File: src/hdl/scm_pkg.sv
// ----------------------------------------------------------------------------
// SysEx message checker package
// Shared types and constants for the SysEx message checker.
// ----------------------------------------------------------------------------
package scm_pkg;

   localparam int HEADER_REG_BITS = 40;
   localparam int HEADER_SLOT_BITS = 64;
   localparam int CSR_DATA_BITS = 40;
   localparam int CSR_INDEX_BITS = 3;
   localparam int OUT_LENGTH_BITS = 11;
   localparam int QUEUE_DEPTH = 2;

   localparam logic [OUT_LENGTH_BITS-1:0] MAX_REPORT_LENGTH = 11'h7ff;
   localparam logic [7:0] LOW_NIBBLE_MASK = 8'h0f;
   localparam logic [7:0] DATA_MASK = 8'h7f;

   localparam logic [1:0] ID_MODE_NONE = 2'd0;
   localparam logic [1:0] ID_MODE_BYTE = 2'd1;
   localparam logic [1:0] ID_MODE_NIBBLE = 2'd2;

   typedef enum logic [CSR_INDEX_BITS-1:0] {
      REG_HEADER_BYTES,
      REG_HEADER_LENGTH,
      REG_DEVICE_ID_MODE,
      REG_DEVICE_ID,
      REG_EXPECTED_CMD,
      REG_FIELD_POSITIONS,
      REG_EXPECTED_FIELDS,
      REG_CHECKSUM_SETUP
   } reg_index_type;

   typedef struct packed {
      logic [HEADER_REG_BITS-1:0] header_bytes;
      logic [2:0]                 header_length;
      logic [1:0]                 device_id_mode;
      logic [7:0]                 device_id;
      logic [7:0]                 expected_cmd;
      logic [15:0]                field_positions;
      logic [26:0]                expected_fields;
      logic [23:0]                checksum_setup;
   } config_type;

   // all registers clear except the device id, which starts as ignore
   localparam config_type CFG_RESET = {
      40'h0, 3'd0, 2'd0, 8'hff, 8'h00, 16'h0000, 27'h0, 24'h0
   };

   typedef struct packed {
      logic header_valid;
      logic command_valid;
      logic checksum_valid;
      logic [OUT_LENGTH_BITS-1:0] message_length;
   } result_type;

endpackage

File: src/hdl/scm_queue.sv
// ----------------------------------------------------------------------------
// SysEx checker item queue
// Small register FIFO between the front and back sections.
// ----------------------------------------------------------------------------
module scm_queue #(
   parameter int WIDTH = 21,
   parameter int DEPTH = 2
) (
   input  logic             clock,
   input  logic             reset,
   input  logic             push_valid,
   output logic             push_ready,
   input  logic [WIDTH-1:0] push_data,
   output logic             pop_valid,
   input  logic             pop_ready,
   output logic [WIDTH-1:0] pop_data
);

   localparam int PTR_BITS = (DEPTH > 1) ? $clog2(DEPTH) : 1;
   localparam int CNT_BITS = $clog2(DEPTH + 1);

   logic [WIDTH-1:0]    slot_ff [DEPTH];
   logic [PTR_BITS-1:0] wr_ptr_ff, wr_ptr_in;
   logic [PTR_BITS-1:0] rd_ptr_ff, rd_ptr_in;
   logic [CNT_BITS-1:0] count_ff, count_in;
   logic                do_push, do_pop;

   assign push_ready = (count_ff != CNT_BITS'(DEPTH));
   assign pop_valid  = (count_ff != '0);
   assign pop_data   = slot_ff[rd_ptr_ff];
   assign do_push    = push_valid && push_ready;
   assign do_pop     = pop_valid && pop_ready;

   always_comb begin
      wr_ptr_in = wr_ptr_ff;
      rd_ptr_in = rd_ptr_ff;
      count_in  = count_ff;
      if (do_push) begin
         wr_ptr_in = (wr_ptr_ff == PTR_BITS'(DEPTH - 1)) ? '0 : wr_ptr_ff + 1'b1;
      end
      if (do_pop) begin
         rd_ptr_in = (rd_ptr_ff == PTR_BITS'(DEPTH - 1)) ? '0 : rd_ptr_ff + 1'b1;
      end
      if (do_push && !do_pop) begin
         count_in = count_ff + 1'b1;
      end else if (do_pop && !do_push) begin
         count_in = count_ff - 1'b1;
      end
   end

   always_ff @(posedge clock) begin
      if (reset) begin
         wr_ptr_ff <= '0;
         rd_ptr_ff <= '0;
         count_ff  <= '0;
      end else begin
         wr_ptr_ff <= wr_ptr_in;
         rd_ptr_ff <= rd_ptr_in;
         count_ff  <= count_in;
      end
   end

   always_ff @(posedge clock) begin
      if (do_push) begin
         slot_ff[wr_ptr_ff] <= push_data;
      end
   end

endmodule

File: src/hdl/scm_front.sv
// ----------------------------------------------------------------------------
// SysEx checker front section
// Accepts bytes, tracks the byte index and tags each item for the back.
// ----------------------------------------------------------------------------
module scm_front #(
   parameter int LENGTH_BITS = 11
) (
   input  logic                        clock,
   input  logic                        reset,
   input  logic                        req_valid,
   output logic                        req_ready,
   input  logic [7:0]                  req_message_byte,
   input  logic                        req_last_byte,
   output logic                        push_valid,
   input  logic                        push_ready,
   output logic [LENGTH_BITS+9:0]      push_data
);

   localparam logic [LENGTH_BITS-1:0] COUNT_LIMIT = '1;

   logic [LENGTH_BITS-1:0] index_ff, index_in;
   logic                   counted;
   logic                   accept;

   assign req_ready  = push_ready;
   assign push_valid = req_valid;
   assign accept     = req_valid && push_ready;
   assign counted    = (index_ff != COUNT_LIMIT);
   assign push_data  = {counted, req_last_byte, req_message_byte, index_ff};

   always_comb begin
      index_in = index_ff;
      if (accept) begin
         if (req_last_byte) begin
            index_in = '0;
         end else if (counted) begin
            index_in = index_ff + 1'b1;
         end
      end
   end

   always_ff @(posedge clock) begin
      if (reset) begin
         index_ff <= '0;
      end else begin
         index_ff <= index_in;
      end
   end

endmodule

File: src/hdl/scm_back.sv
// ----------------------------------------------------------------------------
// SysEx checker back section
// Runs header, field and checksum checks per byte and registers the result.
// ----------------------------------------------------------------------------
module scm_back #(
   parameter int MAX_HEADER_BYTES = 5,
   parameter int LENGTH_BITS = 11
) (
   input  logic                      clock,
   input  logic                      reset,
   input  scm_pkg::config_type       cfg,
   input  logic                      pop_valid,
   output logic                      pop_ready,
   input  logic [LENGTH_BITS+9:0]    pop_data,
   output logic                      rsp_valid,
   input  logic                      rsp_ready,
   output scm_pkg::result_type       rsp_result
);

   localparam int CW = (LENGTH_BITS > 12) ? LENGTH_BITS : 12;
   localparam int LW = (LENGTH_BITS > scm_pkg::OUT_LENGTH_BITS) ?
                       LENGTH_BITS : scm_pkg::OUT_LENGTH_BITS;

   logic [LENGTH_BITS-1:0] idx;
   logic [7:0]             data_byte;
   logic                   last, counted, take;

   logic header_match_ff, header_match_in;
   logic fields_match_ff, fields_match_in;
   logic command_seen_ff, command_seen_in;
   logic [7:0] sum_ff, sum_in;
   logic sum_match_ff, sum_match_in;
   logic rsp_valid_ff, rsp_valid_in;
   scm_pkg::result_type result_ff, result_in;

   logic [3:0]  hl;
   logic [4:0]  need;
   logic [scm_pkg::HEADER_SLOT_BITS-1:0] hdr_slots;
   logic [7:0]  hdr_byte, idv, neg_sum, sum_want;
   logic        id_ignored;
   logic [3:0]  cpos, fpos;
   logic [8:0]  fwant;
   logic [10:0] sum_first, sum_last;
   logic [11:0] sum_after, spos;
   logic [CW-1:0] idx_w;
   logic [LENGTH_BITS-1:0] len;
   logic [LW-1:0] len_w;
   logic        hv, cv, sv;

   assign {counted, last, data_byte, idx} = pop_data;
   assign pop_ready = !last || !rsp_valid_ff || rsp_ready;
   assign take      = pop_valid && pop_ready;
   assign rsp_valid  = rsp_valid_ff;
   assign rsp_result = result_ff;

   always_comb begin
      hl = (cfg.header_length > 3'(MAX_HEADER_BYTES)) && (MAX_HEADER_BYTES < 8) ?
           4'(MAX_HEADER_BYTES) : {1'b0, cfg.header_length};
      need = {1'b0, hl} + ((cfg.device_id_mode == scm_pkg::ID_MODE_BYTE) ? 5'd1 : 5'd0);
      hdr_slots = scm_pkg::HEADER_SLOT_BITS'(cfg.header_bytes);
      hdr_byte = hdr_slots[{idx[2:0], 3'b000} +: 8];
      id_ignored = cfg.device_id[7];
      idv = cfg.device_id & scm_pkg::DATA_MASK;
      cpos = cfg.field_positions[3:0];
      sum_first = cfg.checksum_setup[10:0];
      sum_last = cfg.checksum_setup[21:11];
      sum_after = {1'b0, sum_last} + 12'd1;
      spos = (sum_after > {1'b0, sum_first}) ? sum_after : {1'b0, sum_first};
      idx_w = CW'(idx);
      neg_sum = 8'd0 - sum_ff;
      sum_want = cfg.checksum_setup[22] ? (sum_ff & scm_pkg::DATA_MASK) :
                 (neg_sum & scm_pkg::DATA_MASK);
      fpos = '0;
      fwant = '0;

      header_match_in = header_match_ff;
      fields_match_in = fields_match_ff;
      command_seen_in = command_seen_ff;
      sum_in = sum_ff;
      sum_match_in = sum_match_ff;

      if (counted) begin
         if ((idx < LENGTH_BITS'(hl)) && (data_byte != hdr_byte)) begin
            header_match_in = 1'b0;
         end
         if ((cfg.device_id_mode == scm_pkg::ID_MODE_BYTE) && (idx == LENGTH_BITS'(hl)) &&
             !id_ignored && (data_byte != idv)) begin
            header_match_in = 1'b0;
         end
         if ((cpos != '0) && (idx == LENGTH_BITS'(cpos))) begin
            command_seen_in = 1'b1;
            if (cfg.device_id_mode == scm_pkg::ID_MODE_NIBBLE) begin
               if ((data_byte & scm_pkg::LOW_NIBBLE_MASK) != cfg.expected_cmd) begin
                  fields_match_in = 1'b0;
               end
               if (!id_ignored && ({4'b0000, data_byte[7:4]} != idv)) begin
                  header_match_in = 1'b0;
               end
            end else if (data_byte != cfg.expected_cmd) begin
               fields_match_in = 1'b0;
            end
         end
         for (int k = 0; k < 3; k++) begin
            fpos = cfg.field_positions[4*(k+1) +: 4];
            fwant = cfg.expected_fields[9*k +: 9];
            if ((fpos != '0) && !fwant[8] && (idx == LENGTH_BITS'(fpos)) &&
                (data_byte != fwant[7:0])) begin
               fields_match_in = 1'b0;
            end
         end
         if ((idx_w >= CW'(sum_first)) && (idx_w <= CW'(sum_last))) begin
            sum_in = sum_ff + data_byte;
         end
         if (idx_w == CW'(spos)) begin
            sum_match_in = (data_byte == sum_want);
         end
      end

      len = counted ? idx + 1'b1 : idx;
      len_w = LW'(len);
      hv = header_match_in && (len_w >= LW'(need));
      if ((cfg.device_id_mode == scm_pkg::ID_MODE_NIBBLE) && !id_ignored &&
          (cpos != '0) && !command_seen_in) begin
         hv = 1'b0;
      end
      cv = hv && fields_match_in && ((cpos == '0) || command_seen_in);
      sv = !cfg.checksum_setup[23] || sum_match_in;

      result_in = result_ff;
      rsp_valid_in = rsp_valid_ff && !rsp_ready;
      if (take && last) begin
         result_in.header_valid = hv;
         result_in.command_valid = cv;
         result_in.checksum_valid = sv;
         result_in.message_length = (len_w > LW'(scm_pkg::MAX_REPORT_LENGTH)) ?
                                    scm_pkg::MAX_REPORT_LENGTH :
                                    len_w[scm_pkg::OUT_LENGTH_BITS-1:0];
         rsp_valid_in = 1'b1;
         header_match_in = 1'b1;
         fields_match_in = 1'b1;
         command_seen_in = 1'b0;
         sum_in = '0;
         sum_match_in = 1'b0;
      end
   end

   always_ff @(posedge clock) begin
      if (reset) begin
         header_match_ff <= 1'b1;
         fields_match_ff <= 1'b1;
         command_seen_ff <= 1'b0;
         sum_ff          <= '0;
         sum_match_ff    <= 1'b0;
         rsp_valid_ff    <= 1'b0;
      end else begin
         if (take) begin
            header_match_ff <= header_match_in;
            fields_match_ff <= fields_match_in;
            command_seen_ff <= command_seen_in;
            sum_ff          <= sum_in;
            sum_match_ff    <= sum_match_in;
         end
         rsp_valid_ff <= rsp_valid_in;
      end
   end

   always_ff @(posedge clock) begin
      result_ff <= result_in;
   end

endmodule

File: src/hdl/sysex_message_checker_unit.sv
// ----------------------------------------------------------------------------
// SysEx message checker
// Checks header, device id, command fields and checksum of a SysEx message
// arriving one byte per item; one result per message on its last byte.
//
//   channel | direction | payload
//   req_    | in        | message_byte, last_byte
//   rsp_    | out       | header_valid, command_valid, checksum_valid,
//           |           | message_length
//   csr_    | in        | index, data (register write, always ready)
//
// One byte per cycle while the queue has room; the last byte passes the queue
// entry, then the registered result, before rsp_valid rises.
// Reset restores the byte count, match flags, sum and queue; registers reset
// to their defaults. A stalled result blocks only the next last byte; other
// bytes keep flowing until the queue fills.
// ----------------------------------------------------------------------------
module sysex_message_checker_unit #(
   parameter int MAX_HEADER_BYTES = 5,
   parameter int LENGTH_BITS = 11
) (
   input  logic        clock,
   input  logic        reset,
   input  logic        req_valid,
   output logic        req_ready,
   input  logic [7:0]  req_message_byte,
   input  logic        req_last_byte,
   output logic        rsp_valid,
   input  logic        rsp_ready,
   output logic        rsp_header_valid,
   output logic        rsp_command_valid,
   output logic        rsp_checksum_valid,
   output logic [10:0] rsp_message_length,
   input  logic        csr_valid,
   output logic        csr_ready,
   input  logic [2:0]  csr_index,
   input  logic [39:0] csr_data
);

   localparam int ENTRY_BITS = LENGTH_BITS + 10;

   scm_pkg::config_type cfg_ff, cfg_in;
   scm_pkg::result_type result;
   logic                  push_valid, push_ready, pop_valid, pop_ready;
   logic [ENTRY_BITS-1:0] push_data, pop_data;

   assign csr_ready = 1'b1;

   always_comb begin
      cfg_in = cfg_ff;
      if (csr_valid) begin
         case (scm_pkg::reg_index_type'(csr_index))
            scm_pkg::REG_HEADER_BYTES:    cfg_in.header_bytes = csr_data;
            scm_pkg::REG_HEADER_LENGTH:   cfg_in.header_length = csr_data[2:0];
            scm_pkg::REG_DEVICE_ID_MODE:  cfg_in.device_id_mode = csr_data[1:0];
            scm_pkg::REG_DEVICE_ID:       cfg_in.device_id = csr_data[7:0];
            scm_pkg::REG_EXPECTED_CMD:    cfg_in.expected_cmd = csr_data[7:0];
            scm_pkg::REG_FIELD_POSITIONS: cfg_in.field_positions = csr_data[15:0];
            scm_pkg::REG_EXPECTED_FIELDS: cfg_in.expected_fields = csr_data[26:0];
            scm_pkg::REG_CHECKSUM_SETUP:  cfg_in.checksum_setup = csr_data[23:0];
            default: cfg_in = cfg_ff;
         endcase
      end
   end

   always_ff @(posedge clock) begin
      if (reset) begin
         cfg_ff <= scm_pkg::CFG_RESET;
      end else begin
         cfg_ff <= cfg_in;
      end
   end

   scm_front #(
      .LENGTH_BITS(LENGTH_BITS)
   ) u_front (
      .clock(clock),
      .reset(reset),
      .req_valid(req_valid),
      .req_ready(req_ready),
      .req_message_byte(req_message_byte),
      .req_last_byte(req_last_byte),
      .push_valid(push_valid),
      .push_ready(push_ready),
      .push_data(push_data)
   );

   scm_queue #(
      .WIDTH(ENTRY_BITS),
      .DEPTH(scm_pkg::QUEUE_DEPTH)
   ) u_queue (
      .clock(clock),
      .reset(reset),
      .push_valid(push_valid),
      .push_ready(push_ready),
      .push_data(push_data),
      .pop_valid(pop_valid),
      .pop_ready(pop_ready),
      .pop_data(pop_data)
   );

   scm_back #(
      .MAX_HEADER_BYTES(MAX_HEADER_BYTES),
      .LENGTH_BITS(LENGTH_BITS)
   ) u_back (
      .clock(clock),
      .reset(reset),
      .cfg(cfg_ff),
      .pop_valid(pop_valid),
      .pop_ready(pop_ready),
      .pop_data(pop_data),
      .rsp_valid(rsp_valid),
      .rsp_ready(rsp_ready),
      .rsp_result(result)
   );

   assign rsp_header_valid   = result.header_valid;
   assign rsp_command_valid  = result.command_valid;
   assign rsp_checksum_valid = result.checksum_valid;
   assign rsp_message_length = result.message_length;

endmodule

File: config.mk
export PLATFORM = sky130hd
export DESIGN_NAME = sysex_message_checker_unit
export DESIGN_NICKNAME = d
export VERILOG_FILES = /design/src/hdl/scm_pkg.sv /design/src/hdl/scm_queue.sv /design/src/hdl/scm_front.sv /design/src/hdl/scm_back.sv /design/src/hdl/sysex_message_checker_unit.sv
export SDC_FILE = /design/constraint.sdc
export NUM_CORES = 1
export LEC_CHECK = 0
export ABC_AREA = 1
export BUFFER_PORTS_ARGS = -buffer_cell sky130_fd_sc_hd__buf_2
export CORE_UTILIZATION = 25
export DETAILED_ROUTE_END_ITERATION = 10
export GPL_ROUTABILITY_DRIVEN = 0
export PLACE_DENSITY = 0.38
export SKIP_CTS_REPAIR_TIMING = 1
export SYNTH_ARGS = -nofsm -noshare
export SYNTH_HDL_FRONTEND = slang
export SYNTH_HIERARCHICAL = 1
export SYNTH_SLANG_ARGS = --single-unit
export TNS_END_PERCENT = 20
File: constraint.sdc
create_clock -name clock -period 3.07 [get_ports clock]
set_input_delay 0.4605 -clock clock [delete_from_list [all_inputs] [get_ports clock]]
set_output_delay 0.4605 -clock clock [all_outputs]
set_load 0.1 [all_outputs]
After elaboration in Yosys (flattened, before gate mapping)
Memories as Yosys holds them, arrays and structs flattened. A register that Yosys moved wholly into a read port is not among the register bits. Cells that the tools add are included.

$add $sub $neg: 10. Reductions and logical operators: 64. Magnitude comparators: 7. Shift operators: 1. Eq/ne operators: 26. Muxes and demuxes: 42.

Operator list (number): variable part select 64 x 7 -> 8 bit (1); == test 11 x 4 -> 1 bit (5); != test 8 bit (5); 2-to-1 mux 11 bit (3); 2-to-1 mux 1 bit (31); logical AND 1 bit (28); 2-to-1 mux 8 bit (3); adder 11 x 1 -> 11 bit (second input constant) (2); AND reduction 2 bit (9); nonzero test 4 bit (4); adder 11 x 1 -> 12 bit (second input constant) (1); == test 11 x 12 -> 1 bit (1); == test 3 bit (second input constant) (4); greater-than comparator 12 x 11 -> 1 bit (1); 2-to-1 mux 12 bit (1); >= comparator 11 bit (1); >= comparator 11 x 5 -> 1 bit (1); greater-than comparator 11 bit (second input constant) (1); less-or-equal comparator 11 bit (1); logical NOT 1 bit (11); < comparator 11 x 4 -> 1 bit (1); != test 11 bit (second input constant) (1); nonzero test 2 bit (5); adder 8 bit (1); other kinds (22) (28).

Bits in registers: 170. Word-level logic and storage cells: 173. Memories: 1. RAM bits: 42. Bits of input ports: 57.

Memories: u_queue.slot_ff (depth 2, bits a word 21, read ports 1, clocked after Yosys merged registers in 1, wr ports 1, line scm_queue.sv:22) `logic [WIDTH-1:0] slot_ff [DEPTH];`.

Longest topological paths before layout
Gate-level depths: netlist of run 1.

Depth after elaboration: 15. Gate-level depth with buffers: 27.

Cells and area by module
Netlist of run 1, hierarchy kept.

Modules (own cells, without submodules): sysex_message_checker_unit (area an instance 5097.4 um^2, times used 1, cells each 743, seq. area each 2562.5 um^2); scm_back (area an instance 4750.8 um^2, times used 1, cells each 739, seq. area each 660.6 um^2); scm_queue (area an instance 1841.8 um^2, times used 1, cells each 102, seq. area each 1361.3 um^2); scm_front (area an instance 825.8 um^2, times used 1, cells each 133, seq. area each 220.2 um^2).

Worst setup path before layout of run 1
Ideal clock, no wire load.

Path kind: register -> register. From: register cfg_ff[11] in the netlist's numbering. To: register u_back.result_ff, in the netlist u_back/rsp_result[11], data pin. Setup slack: 0.125 ns. Buffers on the path: 1. Period minus slack after synthesis: 2.945 ns. Arrival time: 2.693 ns. Cell stages (with the launch flop): 26. Data required time: 2.818 ns. Library setup time: 0.252 ns. Path through: dfxtp_1 -> ha_1 -> nand2_1 -> nor2_1 -> inv_1 -> nor2_1 -> nand2_1 -> nand2_1 -> nand2_1 -> ha_1 -> nand2_1 -> nor2_2 -> nand2_1 -> nor2_1 -> nand3_2 -> nand2_4 -> buf_4 -> nand3_1 -> nand3_1 -> nand2_1 -> nor2_1 -> nand2_1 -> nor2_1 -> nand3_1 -> nand2_1 -> nand2_1.

Longest elaborated chain between the ends: 7.

RTL lines: from (decl) (line sysex_message_checker_unit.sv:42) `scm_pkg::config_type cfg_ff, cfg_in;`; from (signal assigned) (line sysex_message_checker_unit.sv:68) `cfg_ff <= scm_pkg::CFG_RESET;`; from (signal assigned) (line sysex_message_checker_unit.sv:70) `cfg_ff <= cfg_in;`; adder 11 x 1 -> 12 bit (*) (line scm_back.sv:67) `sum_after = {1'b0, sum_last} + 12'd1;`; greater-than comparator 12 x 11 -> 1 bit (line scm_back.sv:68) `spos = (sum_after > {1'b0, sum_first}) ? sum_after : {1'b0, sum_first};`; 2-to-1 mux 12 bit (*) (line scm_back.sv:68); == test 11 x 12 -> 1 bit (*) (line scm_back.sv:114) `if (idx_w == CW'(spos)) begin`; 2-to-1 mux 1 bit (*) (line scm_back.sv:114); 2-to-1 mux 1 bit (*) (line scm_back.sv:82) `if (counted) begin`; logical OR 1 bit (*) (line scm_back.sv:127) `sv = !cfg.checksum_setup[23] || sum_match_in;`; net u_back.sv (line scm_back.sv:48) `logic hv, cv, sv;`; to (signal assigned) (line scm_back.sv:168) `result_ff <= result_in;`; to (decl) (line scm_back.sv:34) `scm_pkg::result_type result_ff, result_in;`.

Mark *: on every way through the listed nets, which the timed path passes. The rest lies on a longest branch. A chain may end at the register's enable or synchronous reset.

Worst setup path after layout of run 1
From: register cfg_ff[11] in the netlist's numbering. To: register u_back.sum_match_ff.

Longest elaborated chain between the ends: 7.

RTL lines: adder 11 x 1 -> 12 bit (*) (line scm_back.sv:67); greater-than comparator 12 x 11 -> 1 bit (line scm_back.sv:68); 2-to-1 mux 12 bit (*) (line scm_back.sv:68); == test 11 x 12 -> 1 bit (*) (line scm_back.sv:114); 2-to-1 mux 1 bit (*) (line scm_back.sv:114); 2-to-1 mux 1 bit (*) (line scm_back.sv:82); 2-to-1 mux 1 bit (*) (line scm_back.sv:131) `if (take && last) begin`; to (signal assigned) (line scm_back.sv:161) `sum_match_ff <= sum_match_in;`; to (decl) (line scm_back.sv:32) `logic sum_match_ff, sum_match_in;`.

Every way passes the cells marked *; elsewhere a longest branch is shown, timed or not.

==> results of run 1 <==
[metal layers]
layer	GRT usage, %	part of all wire [%]
met1	23.8	49
met2	27.0	44
met3	2.28	4.7
met4	4.63	2.1
met5	0	0.030
[sequential cells by signal (all words and copies together), names as in the netlist, named ones only]
register / count
cfg_ff: 128
u_queue/slot_ff: 42
u_back/rsp_result: 14
u_front/index_ff: 11
u_back/sum_ff: 7
u_queue/count_ff: 2
u_back/command_seen_ff: 1
u_back/fields_match_ff: 1
u_back/header_match_ff: 1
u_back/rsp_valid: 1
u_back/sum_match_ff: 1
u_queue/rd_ptr_ff: 1
u_queue/wr_ptr_ff: 1
[final cells by class]
type                       instances  area (µm²)  area share, %
clock buffer                      35         726           4.79
inverter                         196         742           4.90
multi-input combinational       1231        6730           44.4
timing repair buffer             166        1190           7.84
clock inverter                    15         128          0.842
sequential                       212        4810           31.7
tap                              664         831           5.48
[final timing paths]
check	start	end	cells past startpoint
min reg2reg	u_back/header_match_ff	u_back/header_match_ff	2
min	req_message_byte[1]	u_queue/slot_ff[1][12]	1
max	cfg_ff[11]	u_back/sum_match_ff	25
max reg2reg	cfg_ff[11]	u_back/sum_match_ff	25
[through the flow]
| stage | setup slack [ps] | setup TNS (ps) |
|---|---|---|
| finish | -71.2 | -135 |
| global route | -272 | -539 |
| CTS | -250 | -507 |
| detailed placement | -228 | -461 |
| global placement | -184 | -360 |
| floorplan | 125 | 0 |
[synthesized netlist by cell type (2+ instances only)]
| library cell | number | area share [%] |
|---|---|---|
| o21bai_1 | 5 | 0.30 |
| xnor2_1 | 31 | 2.2 |
| dfxtp_1 | 156 | 25 |
| inv_2 | 5 | 0.15 |
| o311ai_0 | 2 | 0.14 |
| nand4_2 | 2 | 0.20 |
| o2111ai_1 | 4 | 0.28 |
| nand2_2 | 9 | 0.45 |
| o211ai_1 | 3 | 0.18 |
| nor2_1 | 317 | 9.5 |
| o21a_1 | 2 | 0.12 |
| buf_4 | 20 | 1.2 |
| nor3_1 | 12 | 0.48 |
| nor2_2 | 9 | 0.45 |
| nand3_2 | 2 | 0.16 |
| clkbuf_1 | 21 | 0.63 |
| clkinv_1 | 2 | 0.060 |
| ha_1 | 53 | 5.3 |
| inv_1 | 189 | 5.7 |
| conb_1 | 2 | 0.060 |
| o22ai_1 | 3 | 0.15 |
| edfxtp_1 | 56 | 13 |
| o41ai_1 | 2 | 0.14 |
| or2_2 | 10 | 0.50 |
| nand4_1 | 16 | 0.80 |
| nand3_1 | 198 | 7.9 |
| buf_6 | 7 | 0.63 |
| buf_2 | 28 | 1.1 |
| o21ai_0 | 38 | 1.5 |
| mux2_4 | 20 | 2.4 |
| nor2_4 | 3 | 0.27 |
| nand3b_1 | 7 | 0.42 |
| nand2_1 | 361 | 11 |
| o31ai_1 | 6 | 0.36 |
| nor4_1 | 5 | 0.25 |
| a21oi_1 | 44 | 1.8 |
| nand2_4 | 3 | 0.27 |
| xor2_1 | 47 | 3.3 |
[where the power goes]
part | total, W | internal [W] | leakage, nW | switching, W
logic | 0.00472 | 0.00164 | 4.43 | 0.00308
clock network | 0.00313 | 0.00183 | 0.423 | 0.00130
registers | 0.00336 | 0.00320 | 1.79 | 0.000157
total | 0.0112 | 0.00667 | 6.64 | 0.00454
[kinds of logic after synthesis]
family          count (synthesis)  synth area share [%]
buf+inv                       274                  9.60
flops                         212                  38.4
compound gates                115                  5.33
other cells                     2                0.0600
mux                            21                  2.49
simple gates                  961                  33.2
xor+xnor                       78                  5.46
fa+ha+maj                      54                  5.46
[critical path: stages, from the launching register on]
cell	delay [ps]
dfxtp_2	360
ha_4	140
nand2_2	70
nor2_4	110
inv_2	60
buf_4	130
nand2_2	90
inv_1	70
ha_1	270
nand2_1	90
inv_1	70
nand2_1	40
nor2_1	120
nand4_2	150
buf_4	230
nand3_1	130
nand2_1	70
nand2_1	70
nand2_1	50
nor2_1	120
nand2_1	90
nor2_2	140
nand3_2	100
buf_6	140
nand3_2	60
a21oi_2	40
==> results.ini, run 1 <==
[worst_setup_path]
start_kind=register
reg2reg_setup_slack_ps=-70
worstSetupEndpointType=register
path_max_fanout=10
cp.arrival_ps=3570
criticalPathCategory=register to register
crit_required_ps=3500

[logic_synthesis]
synthArstFlopShare_pct=0
synth_area_per_cell_um2=7.29
synth_cell_types=55
ys_seq_elements=212
syn_inst=1717
ys_warn_count=6
synth_nets=1828
synth_edf_count=56
synth_area_um2=12500
ys.flop_type=dfxtp_1
synth-seq-area-share_pct=38.4

[finish]
final-instance-count-excl-fill=2519
mostFrequentLayoutCells=349 x nand2_1, 304 x nor2_1, 190 x nand3_1
drive_above_1_share_pct=17.4
area_growth_pct=21.1
antenna_cells=0
final_util_pct=30.8
fin_nets=1945
nFillCells=5329
final_area_um2=15200
final_common_cell=nand2_1

[timing]
fin_crit_ps=3140
hold_ws_ps=88.4
max_freq_mhz=318
tightest_slew_ps=847
hold_violations=0
final-max-slew-violation-count=0
final.period_utilization_pct=102
finClkSkew_ps=17.0
worst_slack_ps=-71.2
rsz0062_at_grt=true
max-slew-margin-rel_pct=43.4
setup_viol=2

[floorplan]
die_y_um=226
io_pins=74
fp.dieW_um=226
die_area_um2=51000
core.rowCount=81
coreArea_um2=49200
start_util_pct=25.5

[clock_network]
ctsHtreeMaxLevel=1
ctsRootBufferMaster=clkbuf_16
tritoncts=done
ctsLongestPathBuffers=3
path_clk_slew_ps=60
cts_sinks=212
clock_latency_ps=560
numCtsBuffers=27

[routing]
drt-pass1-iter-count=5
drtAntennaViolNets=0
vias_per_cell=4.45
wl_per_cell_um=17.2
dr_total_vias=11200
drtIter0Drc=706
finalWirelength_um=43300
drc=0

[global_route]
grtUsageTotal_pct=16.9
overflow=0
antenna_found_initial=1
grt_max_degree=76
grt_pass1_vias=10800
grt_pass1_wl_um=65300

[run_status]
outcome=finished with violations
violations=setup timing

[pwr]
p_per_area_nw_per_um2=740
total_power_w=0.0112
p_leak_nw=6.64
ir_worst_vdd_mv=0.422

[hold_path]
hold_class=primary input to register

[placed_design]
io_buffers=72
place_inst=2459
place_hpwl_um=32000
dpl_cell_area_um2=14000

[run]
max-cap-violations=0

No activity file was read; power rests on OpenSTA's default activity.
==> run 2, diff against run 1 <==
--- a/config.mk
+++ b/config.mk
@@ -10,10 +10,9 @@
 export CORE_UTILIZATION = 25
 export DETAILED_ROUTE_END_ITERATION = 10
 export GPL_ROUTABILITY_DRIVEN = 0
-export PLACE_DENSITY = 0.38
+export PLACE_DENSITY = 0.37
 export SKIP_CTS_REPAIR_TIMING = 1
 export SYNTH_ARGS = -nofsm -noshare
 export SYNTH_HDL_FRONTEND = slang
 export SYNTH_HIERARCHICAL = 1
 export SYNTH_SLANG_ARGS = --single-unit
-export TNS_END_PERCENT = 20
==> constraint.sdc (replaced) <==
create_clock -name clock -period 2.9 [get_ports clock]
set_input_delay 0.435 -clock clock [delete_from_list [all_inputs] [get_ports clock]]
set_output_delay 0.435 -clock clock [all_outputs]
set_load 0.02 [all_outputs]
==> results.ini, run 2 (synthesis results as in run 1) <==
[floorplan]
start_util_pct=25.5  ; unchanged
die_area_um2=51000  ; unchanged
coreArea_um2=49200  ; unchanged
core.rowCount=81  ; unchanged
fp.dieW_um=226  ; unchanged
io_pins=74  ; unchanged
die_y_um=226  ; unchanged

[routing]
drc=0  ; unchanged
vias_per_cell=4.49  ; was 4.45
wl_per_cell_um=17.3  ; was 17.2 µm
drt-pass1-iter-count=5  ; unchanged
finalWirelength_um=44400  ; was 43300 µm
routed-wl-met2_um=19800  ; was 19200 µm
dr_total_vias=11500  ; was 11200
highest_layer=met5  ; unchanged
wl_met1_um=21600  ; was 21100 µm
wl_met3_um=1780  ; was 2040 µm
drtAntennaViolNets=0  ; unchanged
drtIter0Drc=672  ; was 706

[run_status]
outcome=finished with violations  ; unchanged
violations=setup timing  ; unchanged

[timing]
fin_crit_ps=3150  ; was 3140 ps
hold_ws_ps=59.6  ; was 88.4 ps
tightest_slew_ps=944  ; was 847 ps
setup_viol=4  ; was 2
worst_slack_ps=-254  ; was -71.2 ps
fin_setup_tns_ps=-580  ; was -135 ps
final-max-slew-violation-count=0  ; unchanged
max_freq_mhz=317  ; was 318 MHz
final.period_utilization_pct=109  ; was 102%
max-slew-margin-rel_pct=37.0  ; was 43.4%
hold_violations=0  ; unchanged
finClkSkew_ps=22.8  ; was 17.0 ps
rsz0062_at_grt=true  ; unchanged

[hold_path]
hold_start=req_message_byte[7]  ; was req_message_byte[1]
whs_path_depth=1  ; unchanged
hold_class=primary input to register  ; unchanged

[worst_setup_path]
cp.arrival_ps=3460  ; was 3570 ps
criticalPathCategory=register to register  ; unchanged
cp-startpoint=cfg_ff[12]  ; was cfg_ff[11]
reg2reg_from=cfg_ff[12]  ; was cfg_ff[11]
start_kind=register  ; unchanged
reg2reg_setup_slack_ps=-250  ; was -70 ps
worstSetupEndpointType=register  ; unchanged
path_max_fanout=8  ; was 10
r2r_cells=23  ; was 25
crit_required_ps=3200  ; was 3500 ps

[pwr]
power_frac_clock_pct=29.1  ; was 27.9%
p_leak_nw=6.91  ; was 6.64 nW
seqPwrFrac_pct=29.7  ; was 29.9%
power.switching_w=0.00445  ; was 0.00454 W
p_per_area_nw_per_um2=762  ; was 740 nW/µm²
ir_worst_vdd_mv=0.405  ; was 0.422 mV
power.internal_w=0.00752  ; was 0.00667 W
p_sw_share_pct=37.2  ; was 40.5%
combPwrFrac_pct=41.2  ; was 42.1%

[finish]
regMostFlops=cfg_ff  ; unchanged
area_growth_pct=25.5  ; was 21.1%
largest_reg_flops=128  ; unchanged
fin_nets=1987  ; was 1945
final-instance-count-excl-fill=2561  ; was 2519
mostFrequentLayoutCells=351 x nand2_1, 300 x nor2_1, 183 x inv_1, 183 x nand3_1, 152 x dfxtp_1  ; was 349 x nand2_1, 304 x nor2_1, 190 x nand3_1
drive_above_1_share_pct=20.1  ; was 17.4%
nFillCells=5336  ; was 5329
final_common_cell=nand2_1  ; unchanged
antenna_cells=0  ; unchanged
final_util_pct=32.0  ; was 30.8%

[run]
max-cap-violations=0  ; unchanged

[placed_design]
place_hpwl_um=33200  ; was 32000 µm
io_buffers=72  ; unchanged
dp_slack_ps=-369  ; was -228 ps
place_inst=2499  ; was 2459

[global_route]
antenna_found_initial=1  ; unchanged
grt_pass1_wl_um=66600  ; was 65300 µm
grtUsageTotal_pct=17.4  ; was 16.9%
grt_max_degree=56  ; was 76
grt_pass1_vias=11000  ; was 10800
overflow=0  ; unchanged

[clock_network]
path_clk_slew_ps=60  ; about the same
ctsLongestPathBuffers=3  ; unchanged
tritoncts=done  ; unchanged
cts_sinks=212  ; unchanged
ctsRootBufferMaster=clkbuf_16  ; unchanged
ctsHtreeMaxLevel=1  ; unchanged
numCtsBuffers=27  ; unchanged
clock_latency_ps=570  ; was 560 ps

==> run 2: changes by cell type in the layout (fill, tap and decap cells not counted), sizes merged <==
| cell | before | now |
|---|---|---|
| clkbuf | 35 | 44 |
| clkinv | 13 | 6 |
| buf | 166 | 206 |
| clkinvlp | 2 | 1 |
| nand2 | 373 | 374 |
==> run 2: path summary, 6_finish.rpt <==
check	end
min reg2reg	u_back/header_match_ff
max reg2reg	u_back/rsp_result[11]
min	u_queue/slot_ff[1][18]
max	u_back/rsp_result[11]
==> run 2: power by group through the flow <==
stage | registers [W] | logic [W] | clock network [W]
floorplan | 0.00366 | 0.00283 | 0
global placement | 0.00361 | 0.00473 | 0
detailed placement | 0.00362 | 0.00474 | 0
CTS | 0.00355 | 0.00476 | 0.00360
global route | 0.00359 | 0.00545 | 0.00371
finish | 0.00356 | 0.00494 | 0.00348
==> run 2: metrics by stage <==
step	area, µm²	power, W
floorplan	12500	0.00648
global placement	14300	0.00835
detailed placement	14300	0.00836
CTS	15300	0.0119
global route	15700	0.0127
finish	15700	0.0120
==> run 2: area by class of cell <==
class / instances / area, µm² / share of cell area [%]
Timing Repair Buffer: 207 / 1580 / 10.0
Tap cell: 664 / 831 / 5.29
Clock inverter: 7 / 88.8 / 0.565
Inverter: 196 / 742 / 4.72
Clock buffer: 43 / 830 / 5.28
Sequential cell: 212 / 4810 / 30.6
Multi-Input combinational cell: 1232 / 6830 / 43.5
==> run 2: worst max-delay path, stage by stage (launching register included) <==
cell and delay [ps]:
dfxtp_4 360, buf_6 100, nand2_2 50, nor2_4 160, nand2_2 100, xor2_1 150
buf_4 150, ha_1 280, nand2_1 60, inv_2 80, nand2_1 60, nor2_2 130
nand4_4 160, buf_12 170, nand2_4 100, nand2_1 100, nand3_1 80, nand2_1 70
nor2_1 100, nand2_1 70, nor2_2 130, nand3_2 100, nand2_1 90, nand2_1 50
==> run 2: routing by layer <==
layer  track usage, %  vias to the layer above
met4             5.27                        2
met1             24.6                     5409
met3             1.93                       57
met2             27.5                      207
met5                0                        -
li1                 -                     5816
==> run 3, diff against run 2 <==
==> constraint.sdc (replaced) <==
create_clock -name clock -period 3.7 [get_ports clock]
set_input_delay 0.555 -clock clock [delete_from_list [all_inputs] [get_ports clock]]
set_output_delay 0.555 -clock clock [all_outputs]
set_load 0.02 [all_outputs]
==> results.ini, run 3 (synthesis results as in run 1) <==
[run_status]
outcome=complete, no violations  ; was finished with violations

[global_route]
grt_pass1_wl_um=64800  ; was 66600 µm
antenna_found_initial=1  ; unchanged
grtUsageTotal_pct=16.9  ; was 17.4%
met2_usage_pct=27.8  ; was 27.5%
grtUsageMet3_pct=1.78  ; was 1.93%
overflow=0  ; unchanged
gr-usage-met1_pct=23.4  ; was 24.6%
grt-busiest-layer=met2  ; unchanged
grt_pass1_vias=10600  ; was 11000
grt_max_degree=66  ; was 56

[timing]
max_freq_mhz=295  ; was 317 MHz
final-max-slew-violation-count=0  ; unchanged
final.period_utilization_pct=91.5  ; was 109%
setup_viol=0  ; was 4
hold_violations=0  ; unchanged
fin_crit_ps=3390  ; was 3150 ps
finClkSkew_ps=17.9  ; was 22.8 ps
tightest_slew_ps=1010  ; was 944 ps
max-slew-margin-rel_pct=32.7  ; was 37.0%
hold_ws_ps=184  ; was 59.6 ps

[routing]
drc=0  ; unchanged
drt-pass1-iter-count=6  ; was 5
finalWirelength_um=42800  ; was 44400 µm
vias_per_cell=4.47  ; was 4.49
drtIter0Drc=607  ; was 672
drtAntennaViolNets=0  ; unchanged
dr_total_vias=11000  ; was 11500
wl_per_cell_um=17.4  ; was 17.3 µm

[finish]
fin_nets=1888  ; was 1987
drive_above_1_share_pct=13.1  ; was 20.1%
largest_reg_flops=128  ; unchanged
seqCellArea_um2=4810  ; about the same
final_common_cell=nand2_1  ; unchanged
area_growth_pct=16.7  ; was 25.5%
mostFrequentLayoutCells=361 x nand2_1, 307 x nor2_1, 197 x nand3_1  ; was 351 x nand2_1, 300 x nor2_1, 183 x inv_1, 183 x nand3_1, 152 x dfxtp_1
final_util_pct=29.7  ; was 32.0%
multi_input_area_um2=6580  ; was 6830 µm²
regMostFlops=cfg_ff  ; unchanged
nFillCells=5383  ; was 5336
antenna_cells=0  ; unchanged

[pwr]
p_per_area_nw_per_um2=618  ; was 762 nW/µm²
ir_worst_vdd_mv=0.318  ; was 0.405 mV
total_power_w=0.00903  ; was 0.0120 W
p_leak_nw=6.31  ; was 6.91 nW

[floorplan]
io_pins=74  ; unchanged
fp.dieW_um=226  ; unchanged
coreArea_um2=49200  ; unchanged
die_area_um2=51000  ; unchanged
core.rowCount=81  ; unchanged
die_y_um=226  ; unchanged
start_util_pct=25.5  ; unchanged

[placed_design]
io_buffers=72  ; unchanged
place_hpwl_um=31300  ; was 33200 µm

[clock_network]
numCtsBuffers=27  ; unchanged
ctsRootBufferMaster=clkbuf_16  ; unchanged
ctsLongestPathBuffers=3  ; unchanged
cts_sinks=212  ; unchanged
clock_latency_ps=560  ; was 570 ps
ctsHtreeMaxLevel=1  ; unchanged
path_clk_slew_ps=60  ; about the same
tritoncts=done  ; unchanged

[worst_setup_path]
start_kind=register  ; unchanged
path_max_fanout=11  ; was 8
criticalPathCategory=register to register  ; unchanged
crit_required_ps=4000  ; was 3200 ps
worstSetupEndpointType=register  ; unchanged
cp.arrival_ps=3690  ; was 3460 ps

[run]
max-cap-violations=0  ; unchanged

[hold_path]
hold_class=primary input to register  ; unchanged

==> run 3: through the flow <==
| step | setup TNS [ps] | cells | setup WS [ps] | area, µm² |
|---|---|---|---|---|
| 2_1_floorplan | 0 | 1717 | 755 | 12500 |
| 3_3_place_gp | 0 | 2409 | 280 | 13600 |
| 3_5_place_dp | 0 | 2409 | 216 | 13600 |
| 4_1_cts | 0 | 2459 | 199 | 14500 |
| 5_1_grt | -7.32 | 2462 | -7.32 | 14600 |
| 6_report | 0 | 2462 | 315 | 14600 |
==> run 3: layout make-up <==
type	instances	share of cell area, %
clock buffers	29	4.68
clock inverters	21	2.00
inverters	196	5.05
multi-input cells	1231	45.0
flip-flops and latches	212	32.9
well taps	664	5.69
repair buffers	109	4.62
==> run 3: power breakdown <==
group | internal (W) | switching [W]
logic | 0.00118 | 0.00214
registers | 0.00265 | 0.000129
clock network | 0.00182 | 0.00110
==> run 3: critical path, cell delays in order, from the launching register on <==
cell,delay [ps]
dfxtp_1,400
buf_4,280
mux2_4,390
inv_1,130
nand3_1,120
nor4_4,330
inv_1,130
a2111oi_0,520
buf_4,230
o21ai_0,150
nand3_1,170
nand2_1,100
nand2_1,100
inv_1,60
==> run 3: path summary, 6_finish.rpt <==
| check | start | end | slack (ps) | depth (start not counted) |
|---|---|---|---|---|
| setup / recovery | register | u_back/rsp_result[13] | 310 | 13 |
| hold / removal | req_message_byte[3] | u_queue/slot_ff[0][14] | 180 | 1 |
| setup reg to reg | register | u_back/rsp_result[13] | 310 | 13 |
| hold reg to reg | u_back/header_match_ff | u_back/header_match_ff | 470 | 2 |
==> run 3: layer usage <==
layer | vias to the layer above | routed length, µm | share of wire, %
li1 | 5608 | - | -
met1 | 5163 | 20900 | 49
met2 | 181 | 19600 | 46
met3 | 47 | 1450 | 3.4
met4 | 0 | 757 | 1.8
met5 | - | 0 | 0
